==> config.mk <==
export PLATFORM = sky130hd
export DESIGN_NAME = lru_page_cache_policy_top_flat
export DESIGN_NICKNAME = d
export VERILOG_FILES = /design/src/lpc_pkg.sv /design/src/lpc_if.sv /design/src/lpc_ram.sv /design/src/lru_page_cache_policy_top.sv /design/src/flat_wrapper.sv
export SDC_FILE = /design/constraint.sdc
export NUM_CORES = 2
export LEC_CHECK = 0
export BUFFER_PORTS_ARGS = -buffer_cell sky130_fd_sc_hd__buf_2
export CAP_MARGIN = 20
export CORE_ASPECT_RATIO = 0.6
export CORE_UTILIZATION = 45
export CTS_CLUSTER_SIZE = 10
export DETAILED_ROUTE_END_ITERATION = 10
export GPL_ROUTABILITY_DRIVEN = 0
export SLEW_MARGIN = 10
export SYNTH_ARGS = -nofsm -noshare
export SYNTH_HDL_FRONTEND = slang
export SYNTH_SLANG_ARGS = --single-unit
==> constraint.sdc <==
create_clock -name clk -period 14.2 [get_ports clk]
set_input_delay 1.42 -clock clk [delete_from_list [all_inputs] [get_ports clk]]
set_output_delay 1.42 -clock clk [all_outputs]
set_load 0.05 [all_outputs]
==> src/lpc_pkg.sv <==
// lpc_pkg: shared constants of the lru page cache policy block
// no dependencies; compiled first
`timescale 1ns / 1ps

package lpc_pkg;

	// width of page number fields on the request and response channels
	localparam int PAGE_NUM_W = 52;

endpackage

==> src/lpc_if.sv <==
// lpc_req_if, lpc_rsp_if: valid/ready channels of the lru page cache policy block
// depends on lpc_pkg for the page number width
`timescale 1ns / 1ps

interface lpc_req_if;
	import lpc_pkg::*;

	logic                  valid;
	logic                  ready;
	logic [PAGE_NUM_W-1:0] page_number;
	logic                  fill_ok;

	modport source (output valid, page_number, fill_ok, input ready);
	modport sink   (input valid, page_number, fill_ok, output ready);
endinterface

interface lpc_rsp_if #(
	parameter int SLOT_W = 5
);
	import lpc_pkg::*;

	logic                  valid;
	logic                  ready;
	logic                  ok;
	logic                  hit;
	logic [SLOT_W-1:0]     slot;
	logic                  evicted_valid;
	logic [PAGE_NUM_W-1:0] evicted_page;

	modport source (output valid, ok, hit, slot, evicted_valid, evicted_page, input ready);
	modport sink   (input valid, ok, hit, slot, evicted_valid, evicted_page, output ready);
endinterface

==> src/lpc_ram.sv <==
// lpc_ram: generic simple dual-port ram, one write port, one registered read port
// no dependencies
`timescale 1ns / 1ps

module lpc_ram #(
	parameter int WIDTH = 8,
	parameter int DEPTH = 32
) (
	input  logic                     clk,
	input  logic                     we,
	input  logic [$clog2(DEPTH)-1:0] waddr,
	input  logic [WIDTH-1:0]         wdata,
	input  logic [$clog2(DEPTH)-1:0] raddr,
	output logic [WIDTH-1:0]         rdata
);

	logic [WIDTH-1:0] mem [DEPTH];

	// write port and registered read
	always_ff @(posedge clk) begin
		if (we) begin
			mem[waddr] <= wdata;
		end
		rdata <= mem[raddr];
	end

endmodule

==> src/lru_page_cache_policy_top.sv <==
// lru_page_cache_policy_top: fully associative lru page cache policy with a free slot fifo
// depends on lpc_pkg, lpc_req_if, lpc_rsp_if and lpc_ram
`timescale 1ns / 1ps

// One request at a time. After a request transfer the block sweeps all CACHE_SLOTS slots
// through the tag and rank rams, one slot per cycle, to find a hit, count the valid slots
// and pick the least recent one. A miss served from the free fifo is answered after this
// sweep; a hit or an eviction needs a second sweep of the rank ram to close the recency
// gap. The rank ram port is read once per slot in each sweep. req.ready is high only
// between requests; a finished response waits in the output register and does not block
// the next request. There is no clearing pass after reset.

module lru_page_cache_policy_top #(
	parameter int CACHE_SLOTS = 32,
	parameter int PAGE_BITS   = 52
) (
	input  logic      clk,
	input  logic      arst_n,
	lpc_req_if.sink   req,
	lpc_rsp_if.source rsp
);
	import lpc_pkg::*;

	localparam int SLOT_W = $clog2(CACHE_SLOTS);
	localparam int RANK_W = SLOT_W;
	localparam int CNT_W  = $clog2(CACHE_SLOTS + 1);
	localparam int TAG_W  = (PAGE_BITS < PAGE_NUM_W) ? PAGE_BITS : PAGE_NUM_W;
	localparam logic [SLOT_W-1:0] LAST_SLOT = SLOT_W'(CACHE_SLOTS - 1);
	localparam logic [CNT_W-1:0]  FULL_CNT  = CNT_W'(CACHE_SLOTS);

	typedef enum logic [6:0] {
		ST_IDLE     = 7'b0000001,
		ST_SCAN     = 7'b0000010,
		ST_LAST     = 7'b0000100,
		ST_DECIDE   = 7'b0001000,
		ST_UPD      = 7'b0010000,
		ST_UPD_LAST = 7'b0100000,
		ST_RESP     = 7'b1000000
	} state_t;

	state_t state_q, state_d;

	// request and sweep control
	logic [TAG_W-1:0]       page_q;
	logic                   fill_q;
	logic [CACHE_SLOTS-1:0] valid_q;
	logic [SLOT_W-1:0]      cnt_q;
	logic [SLOT_W-1:0]      idx_s1;
	logic                   rd_s1;

	// scan results
	logic [CNT_W-1:0]  n_q;
	logic              found_q;
	logic [SLOT_W-1:0] hit_slot_q;
	logic [RANK_W-1:0] hit_rank_q;
	logic              any_q;
	logic [SLOT_W-1:0] lru_q;
	logic [RANK_W-1:0] lru_rank_q;
	logic [TAG_W-1:0]  lru_tag_q;

	// rank update sweep
	logic [SLOT_W-1:0] tgt_q;
	logic [RANK_W-1:0] gap_rank_q;
	logic [RANK_W-1:0] new_rank_q;

	// result waiting for the output register
	logic                  res_ok_q;
	logic                  res_hit_q;
	logic [SLOT_W-1:0]     res_slot_q;
	logic                  res_ev_q;
	logic [PAGE_NUM_W-1:0] res_evpage_q;

	// output register
	logic                  rsp_vld_q;
	logic                  rsp_ok_q;
	logic                  rsp_hit_q;
	logic [SLOT_W-1:0]     rsp_slot_q;
	logic                  rsp_ev_q;
	logic [PAGE_NUM_W-1:0] rsp_evpage_q;

	// free fifo pointers; wr_fill_q counts entries written since reset
	logic [SLOT_W-1:0] head_q;
	logic [SLOT_W-1:0] tail_q;
	logic [CNT_W-1:0]  fcount_q;
	logic [CNT_W-1:0]  wr_fill_q;

	// ram ports
	logic [TAG_W-1:0]  tag_rd;
	logic              tag_we;
	logic [RANK_W-1:0] rank_rd;
	logic              rank_we;
	logic [SLOT_W-1:0] rank_waddr;
	logic [RANK_W-1:0] rank_wdata;
	logic [SLOT_W-1:0] fifo_rd;
	logic              fifo_we;

	// decision terms
	logic              req_xfer;
	logic              scan_data;
	logic              upd_data;
	logic              out_free;
	logic [SLOT_W-1:0] fifo_slot;
	logic              pop;
	logic              have_free;
	logic              evict;
	logic              placed;
	logic              push;
	logic [CNT_W-1:0]  fcount_pop;
	logic [SLOT_W-1:0] miss_slot;
	logic              upd_wr;
	logic [RANK_W-1:0] upd_val;

	assign req_xfer  = req.valid && req.ready;
	assign scan_data = rd_s1 && (state_q == ST_SCAN || state_q == ST_LAST);
	assign upd_data  = rd_s1 && (state_q == ST_UPD || state_q == ST_UPD_LAST);
	assign out_free  = !rsp_vld_q || rsp.ready;

	// fifo head entry; a position never written stands for the slot of its own index
	assign fifo_slot = ({{(CNT_W - SLOT_W){1'b0}}, head_q} < wr_fill_q) ? fifo_rd : head_q;

	// miss handling decisions, used in the decide state
	always_comb begin
		pop        = !found_q && (fcount_q != '0);
		have_free  = pop && !valid_q[fifo_slot];
		evict      = !found_q && !have_free && any_q;
		placed     = have_free || evict;
		fcount_pop = pop ? fcount_q - CNT_W'(1) : fcount_q;
		push       = placed && !fill_q && (fcount_pop < FULL_CNT);
		miss_slot  = have_free ? fifo_slot : lru_q;
	end

	// rank update of one swept slot
	always_comb begin
		upd_wr  = 1'b0;
		upd_val = new_rank_q;
		if (idx_s1 == tgt_q) begin
			upd_wr = 1'b1;
		end else if (valid_q[idx_s1] && (rank_rd > gap_rank_q)) begin
			upd_wr  = 1'b1;
			upd_val = rank_rd - RANK_W'(1);
		end
	end

	// rank ram write select
	always_comb begin
		rank_we    = 1'b0;
		rank_waddr = idx_s1;
		rank_wdata = upd_val;
		if (state_q == ST_DECIDE) begin
			rank_we    = have_free;
			rank_waddr = fifo_slot;
			rank_wdata = RANK_W'(n_q);
		end else if (upd_data) begin
			rank_we = upd_wr;
		end
	end

	assign tag_we  = (state_q == ST_DECIDE) && placed;
	assign fifo_we = (state_q == ST_DECIDE) && push;

	lpc_ram #(.WIDTH(TAG_W), .DEPTH(CACHE_SLOTS)) u_tag_ram (
		.clk   (clk),
		.we    (tag_we),
		.waddr (miss_slot),
		.wdata (page_q),
		.raddr (cnt_q),
		.rdata (tag_rd)
	);

	lpc_ram #(.WIDTH(RANK_W), .DEPTH(CACHE_SLOTS)) u_rank_ram (
		.clk   (clk),
		.we    (rank_we),
		.waddr (rank_waddr),
		.wdata (rank_wdata),
		.raddr (cnt_q),
		.rdata (rank_rd)
	);

	lpc_ram #(.WIDTH(SLOT_W), .DEPTH(CACHE_SLOTS)) u_fifo_ram (
		.clk   (clk),
		.we    (fifo_we),
		.waddr (tail_q),
		.wdata (miss_slot),
		.raddr (head_q),
		.rdata (fifo_rd)
	);

	// sequencer
	always_comb begin
		state_d = state_q;
		unique case (state_q)
			ST_IDLE: begin
				if (req_xfer) state_d = ST_SCAN;
			end
			ST_SCAN: begin
				if (cnt_q == LAST_SLOT) state_d = ST_LAST;
			end
			ST_LAST: begin
				state_d = ST_DECIDE;
			end
			ST_DECIDE: begin
				state_d = (found_q || evict) ? ST_UPD : ST_RESP;
			end
			ST_UPD: begin
				if (cnt_q == LAST_SLOT) state_d = ST_UPD_LAST;
			end
			ST_UPD_LAST: begin
				state_d = ST_RESP;
			end
			ST_RESP: begin
				if (out_free) state_d = ST_IDLE;
			end
			default: begin
				state_d = ST_IDLE;
			end
		endcase
	end

	always_ff @(posedge clk or negedge arst_n) begin
		if (!arst_n) begin
			state_q <= ST_IDLE;
		end else begin
			state_q <= state_d;
		end
	end

	// sweep counter and read pipeline flag
	always_ff @(posedge clk or negedge arst_n) begin
		if (!arst_n) begin
			cnt_q <= '0;
			rd_s1 <= 1'b0;
		end else begin
			rd_s1 <= (state_q == ST_SCAN) || (state_q == ST_UPD);
			if (state_q == ST_SCAN || state_q == ST_UPD) begin
				cnt_q <= (cnt_q == LAST_SLOT) ? '0 : cnt_q + SLOT_W'(1);
			end else begin
				cnt_q <= '0;
			end
		end
	end

	always_ff @(posedge clk) begin
		idx_s1 <= cnt_q;
	end

	// request capture and scan accumulation
	always_ff @(posedge clk or negedge arst_n) begin
		if (!arst_n) begin
			found_q <= 1'b0;
			any_q   <= 1'b0;
			n_q     <= '0;
		end else if (req_xfer) begin
			found_q <= 1'b0;
			any_q   <= 1'b0;
			n_q     <= '0;
		end else if (scan_data && valid_q[idx_s1]) begin
			n_q <= n_q + CNT_W'(1);
			if (!found_q && (tag_rd == page_q)) begin
				found_q <= 1'b1;
			end
			if (!any_q || (rank_rd < lru_rank_q)) begin
				any_q <= 1'b1;
			end
		end
	end

	always_ff @(posedge clk) begin
		if (req_xfer) begin
			page_q <= req.page_number[TAG_W-1:0];
			fill_q <= req.fill_ok;
		end
		if (scan_data && valid_q[idx_s1]) begin
			if (!found_q && (tag_rd == page_q)) begin
				hit_slot_q <= idx_s1;
				hit_rank_q <= rank_rd;
			end
			if (!any_q || (rank_rd < lru_rank_q)) begin
				lru_q      <= idx_s1;
				lru_rank_q <= rank_rd;
				lru_tag_q  <= tag_rd;
			end
		end
	end

	// slot valid bits and free fifo pointers
	always_ff @(posedge clk or negedge arst_n) begin
		if (!arst_n) begin
			valid_q   <= '0;
			head_q    <= '0;
			tail_q    <= '0;
			fcount_q  <= FULL_CNT;
			wr_fill_q <= '0;
		end else if (state_q == ST_DECIDE && !found_q) begin
			if (placed) begin
				valid_q[miss_slot] <= fill_q;
			end
			if (pop) begin
				head_q <= (head_q == LAST_SLOT) ? '0 : head_q + SLOT_W'(1);
			end
			if (push) begin
				tail_q <= (tail_q == LAST_SLOT) ? '0 : tail_q + SLOT_W'(1);
				if (wr_fill_q != FULL_CNT) begin
					wr_fill_q <= wr_fill_q + CNT_W'(1);
				end
			end
			fcount_q <= push ? fcount_pop + CNT_W'(1) : fcount_pop;
		end
	end

	// result and rank sweep targets
	always_ff @(posedge clk) begin
		if (state_q == ST_DECIDE) begin
			if (found_q) begin
				tgt_q        <= hit_slot_q;
				gap_rank_q   <= hit_rank_q;
				new_rank_q   <= RANK_W'(n_q - CNT_W'(1));
				res_ok_q     <= 1'b1;
				res_hit_q    <= 1'b1;
				res_slot_q   <= hit_slot_q;
				res_ev_q     <= 1'b0;
				res_evpage_q <= '0;
			end else begin
				tgt_q        <= lru_q;
				gap_rank_q   <= lru_rank_q;
				new_rank_q   <= RANK_W'(n_q - CNT_W'(1));
				res_ok_q     <= placed && fill_q;
				res_hit_q    <= 1'b0;
				res_slot_q   <= (placed && fill_q) ? miss_slot : '0;
				res_ev_q     <= evict;
				res_evpage_q <= evict ? PAGE_NUM_W'(lru_tag_q) : '0;
			end
		end
	end

	// output register
	always_ff @(posedge clk or negedge arst_n) begin
		if (!arst_n) begin
			rsp_vld_q <= 1'b0;
		end else if (state_q == ST_RESP && out_free) begin
			rsp_vld_q <= 1'b1;
		end else if (rsp.ready) begin
			rsp_vld_q <= 1'b0;
		end
	end

	always_ff @(posedge clk) begin
		if (state_q == ST_RESP && out_free) begin
			rsp_ok_q     <= res_ok_q;
			rsp_hit_q    <= res_hit_q;
			rsp_slot_q   <= res_slot_q;
			rsp_ev_q     <= res_ev_q;
			rsp_evpage_q <= res_evpage_q;
		end
	end

	assign req.ready         = (state_q == ST_IDLE);
	assign rsp.valid         = rsp_vld_q;
	assign rsp.ok            = rsp_ok_q;
	assign rsp.hit           = rsp_hit_q;
	assign rsp.slot          = rsp_slot_q;
	assign rsp.evicted_valid = rsp_ev_q;
	assign rsp.evicted_page  = rsp_evpage_q;

endmodule

==> src/flat_wrapper.sv <==
// flat-port wrapper written by rule: the top's interface ports become plain ports
module lru_page_cache_policy_top_flat import lpc_pkg::*;
#(
	parameter int CACHE_SLOTS = 32,
	parameter int PAGE_BITS   = 52
)
  (clk, arst_n, req_valid, req_page_number, req_fill_ok, req_ready, rsp_valid, rsp_ok, rsp_hit, rsp_slot, rsp_evicted_valid, rsp_evicted_page, rsp_ready);
  lpc_req_if req_i ();
  lpc_rsp_if rsp_i ();
  input  logic clk;
  input  logic arst_n;
  input wire logic [$bits(req_i.valid)-1:0] req_valid;
  input wire logic [$bits(req_i.page_number)-1:0] req_page_number;
  input wire logic [$bits(req_i.fill_ok)-1:0] req_fill_ok;
  output wire logic [$bits(req_i.ready)-1:0] req_ready;
  output wire logic [$bits(rsp_i.valid)-1:0] rsp_valid;
  output wire logic [$bits(rsp_i.ok)-1:0] rsp_ok;
  output wire logic [$bits(rsp_i.hit)-1:0] rsp_hit;
  output wire logic [$bits(rsp_i.slot)-1:0] rsp_slot;
  output wire logic [$bits(rsp_i.evicted_valid)-1:0] rsp_evicted_valid;
  output wire logic [$bits(rsp_i.evicted_page)-1:0] rsp_evicted_page;
  input wire logic [$bits(rsp_i.ready)-1:0] rsp_ready;
  assign req_i.valid = req_valid;
  assign req_i.page_number = req_page_number;
  assign req_i.fill_ok = req_fill_ok;
  assign req_ready = req_i.ready;
  assign rsp_valid = rsp_i.valid;
  assign rsp_ok = rsp_i.ok;
  assign rsp_hit = rsp_i.hit;
  assign rsp_slot = rsp_i.slot;
  assign rsp_evicted_valid = rsp_i.evicted_valid;
  assign rsp_evicted_page = rsp_i.evicted_page;
  assign rsp_i.ready = rsp_ready;
  lru_page_cache_policy_top #(.CACHE_SLOTS(CACHE_SLOTS), .PAGE_BITS(PAGE_BITS)) u_core (.clk(clk), .arst_n(arst_n), .req(req_i), .rsp(rsp_i));
endmodule
==> impl_metrics.env <==
export IMPL_grtUsageTotal_pct=22.1
export IMPL_clock_sinks=2386
export IMPL_required_ps=14600
export IMPL_hp_class="reg2reg"
export IMPL_leakagePower_nw=32.2
export IMPL_tritoncts="done"
export IMPL_final_cell_area_um2=104000
export IMPL_drt_iter0_markers=5004
export IMPL_core_um2=201000
export IMPL_via_per_inst=5.89
export IMPL_synth_edf_count=2244
export IMPL_crit_path_start_kind="flop"
export IMPL_r2r_end="u_core.u_tag_ram.mem[27][46]"
export IMPL_fp_dieH_um=351
export IMPL_dpl_instance_area_um2=95800
export IMPL_routed_wl_um=225000
export IMPL_synthArstFlopShare_pct=3.14
export IMPL_finalMaxSlewViolations=0
export IMPL_yosysSeqAreaShare_pct=77.4
export IMPL_io_buffers=118
export IMPL_timing_hold_ws_ps=416
export IMPL_cts_buffers=282
export IMPL_cts_htree_levels=5
export IMPL_netlist_area_um2=91300
export IMPL_rows=127
export IMPL_crit_arrival_ps=7500
export IMPL_drt_pass1_iterations=5
export IMPL_worst_r2r_cell_count=14
export IMPL_cpPeakStageDelay_ps=780
export IMPL_slew_headroom_pct=17.0
export IMPL_synth_ff_type="edfxtp_1"
export IMPL_ys_warn_count=0
export IMPL_dieArea_um2=205000
export IMPL_cts_path_max_buffers=4
export IMPL_cp_slowest_cell="buf_4"
export IMPL_grt_overflow=0
export IMPL_drc=0
export IMPL_crit_type="reg2reg"
export IMPL_post_cts_buffers=0
export IMPL_netlist_area_leader_share_pct=73.8
export IMPL_dp_hpwl_um=134000
export IMPL_cts_root_buf="clkbuf_16"
export IMPL_holdBufCountCts=0
export IMPL_ys_types=76
export IMPL_min_period_over_period_pct=50.0
export IMPL_initial_core_util_pct=45.5
export IMPL_wl_per_cell_um=30.9
export IMPL_peakVddDrop_mv=0.108
export IMPL_vias=43000
export IMPL_setup_viol=0
export IMPL_power_density_nw_per_um2=158
export IMPL_area_growth_pct=14.0
export IMPL_setup_worst_path_end_class="flop"
export IMPL_path_max_fanout=46
export IMPL_crit_path_frequent_cell="buf_4"
export IMPL_hold_viol_final=0
export IMPL_finalSetupTns_ps=0
export IMPL_grt_max_degree=128
export IMPL_antenna_found_initial=15
export IMPL_synth_area_leaders="edfxtp_1, mux4_2, dfrtp_1"
export IMPL_ios=119
export IMPL_worst_slew_pin_slew_ps=1230
export IMPL_die_w_um=583
export IMPL_synth_cells=4048
export IMPL_layout_nets=4478
export IMPL_grt_pass1_vias=42500
export IMPL_outcome="finished, final reports clean"
export IMPL_crit_end="u_core.u_tag_ram.mem[27][46]"
export IMPL_synth_nets=4135
export IMPL_yosys_area_top_type="edfxtp_1"
export IMPL_insertion_delay_ps=850
export IMPL_layout_drive_gt1_share_pct=29.5
export IMPL_clk_pin_slew_ps=50
export IMPL_cp_startpoint="u_core.head_q[4]"
export IMPL_cap_violations=0
export IMPL_ys_seq_elements=2386
export IMPL_fin_crit_ps=7100
export IMPL_cts_resized=0
export IMPL_max_freq_mhz=141
export IMPL_antenna_left=0
export IMPL_skew_ps=68.2
export IMPL_rsz0062_at_grt="false"
export IMPL_grt_pass1_wl_um=322000
export IMPL_path_cells="ha_1, a21oi_1, a21o_1, o21a_1, o21ai_1, a2111oi_0, a211o_1, o22ai_1, nor3_4, buf_4, mux2_2, nand2b_1, nor3_2, buf_4"
export IMPL_r2r_slack_ps=7100
export IMPL_synth_avg_cell_area_um2=22.5
export IMPL_r2r_start="u_core.head_q[4]"
-- cell usage after synthesis (25+ instances only) --
library cell and instances:
and2_1 57, buf_1 53, clkbuf_1 128, dfrtp_1 73, dfxtp_1 67, edfxtp_1 2244
ha_1 30, inv_1 51, mux2_1 25, mux2_2 78, mux2i_1 27, mux4_2 630
nand2_1 59, nand3_1 29, nor2_1 139, nor3_1 37, nor4_1 35, o21ai_0 35
xnor2_1 39, xor2_1 32
-- worst max-delay path, delay by kind of cell (launching register included) --
kind,cells,cell delay (ps)
fa+ha+maj,1,360
compound gates,7,2380
flops,1,580
simple gates,3,1620
mux,1,500
buf+inv,2,1150
-- sequential cells by signal, indices dropped and copies added (netlist names), 6 cells and up --
name                     count
u_core.fcount_q              6
u_core.lru_tag_q            52
u_core.page_q               52
u_core.res_evpage_q         52
u_core.rsp.evicted_page     52
u_core.state_q               7
u_core.u_fifo_ram.mem      160
u_core.u_rank_ram.mem      160
u_core.u_tag_ram.mem      1664
u_core.u_tag_ram.rdata      52
u_core.valid_q              32
u_core.wr_fill_q             6
-- cells by family after synthesis --
logic type | Yosys count | share of synthesized area (%)
mux | 763 | 17.2
simple gates | 422 | 2.33
xor+xnor | 71 | 0.681
fa+ha+maj | 30 | 0.411
compound gates | 127 | 0.980
buf+inv | 249 | 1.06
flops | 2386 | 77.4
-- placed cells by master (no fill, tap or decap), types with 6 or more instances in the layout --
cell type,count
a21oi_1,16
a32o_1,6
and2_1,56
and3_1,10
buf_2,119
buf_4,126
clkbuf_1,166
clkbuf_16,291
dfrtp_1,67
dfxtp_1,67
edfxtp_1,2244
ha_1,30
inv_1,50
inv_6,7
mux2_1,25
mux2_2,78
mux2i_1,27
mux4_2,630
nand2_1,59
nand2b_1,14
nand3_1,29
nand3b_1,6
nand4_1,10
nor2_1,118
nor2_4,21
nor2b_1,6
nor3_1,25
nor3_2,12
nor4_1,33
o21ai_0,29
o21ai_2,6
o22ai_1,7
xnor2_1,39
xor2_1,32
-- final cells by class --
class                           count  area, um^2
Antenna cell                        2        5.00
Clock buffer                      459        7930
Clock inverter                     18         215
Fill cell                       15400       96700
Inverter                           53         201
Multi-Input combinational cell   1413       20000
Sequential cell                  2386       70600
Tap cell                         2709        3390
Timing Repair Buffer              255        1700
-- stage by stage --
step / setup slack, ps / instances / util (%) / total power [mW]
2_1_floorplan: 6500 / 4048 / - / 9.37
3_3_place_gp: 7000 / 6806 / 47.7 / 10.1
3_5_place_dp: 6860 / 6811 / 47.8 / 10.1
4_1_cts: 6800 / 7288 / 51.8 / 16.6
5_1_grt: 6690 / 7294 / 51.8 / 17.0
6_report: 7100 / 7295 / 51.8 / 16.5
-- worst min path at each step --
stage / start / end / slack [ps] / depth (start not counted)
floorplan: u_core.cnt_q[2] / u_core.idx_s1[2] / 350 / 0
global placement: u_core.res_evpage_q[1] / u_core.rsp.evicted_page[1] / 400 / 0
detailed placement: u_core.res_evpage_q[17] / u_core.rsp.evicted_page[17] / 400 / 0
CTS: u_core.res_evpage_q[1] / u_core.rsp.evicted_page[1] / 410 / 0
global route: u_core.res_evpage_q[17] / u_core.rsp.evicted_page[17] / 420 / 0
finish: u_core.res_evpage_q[51] / u_core.rsp.evicted_page[51] / 420 / 0
-- layer usage --
metal  track usage, %  part of all wire (%)
met3             6.28                   9.5
met4             5.11                   2.1
met5                0                0.0049
met1             34.8                    46
met2             30.5                    42
-- report_power, final --
group / switching, mW / internal (mW)
logic: 1.10 / 0.690
registers: 0.112 / 8.05
clock network: 2.71 / 3.81
No activity file was read; power rests on OpenSTA's default activity.
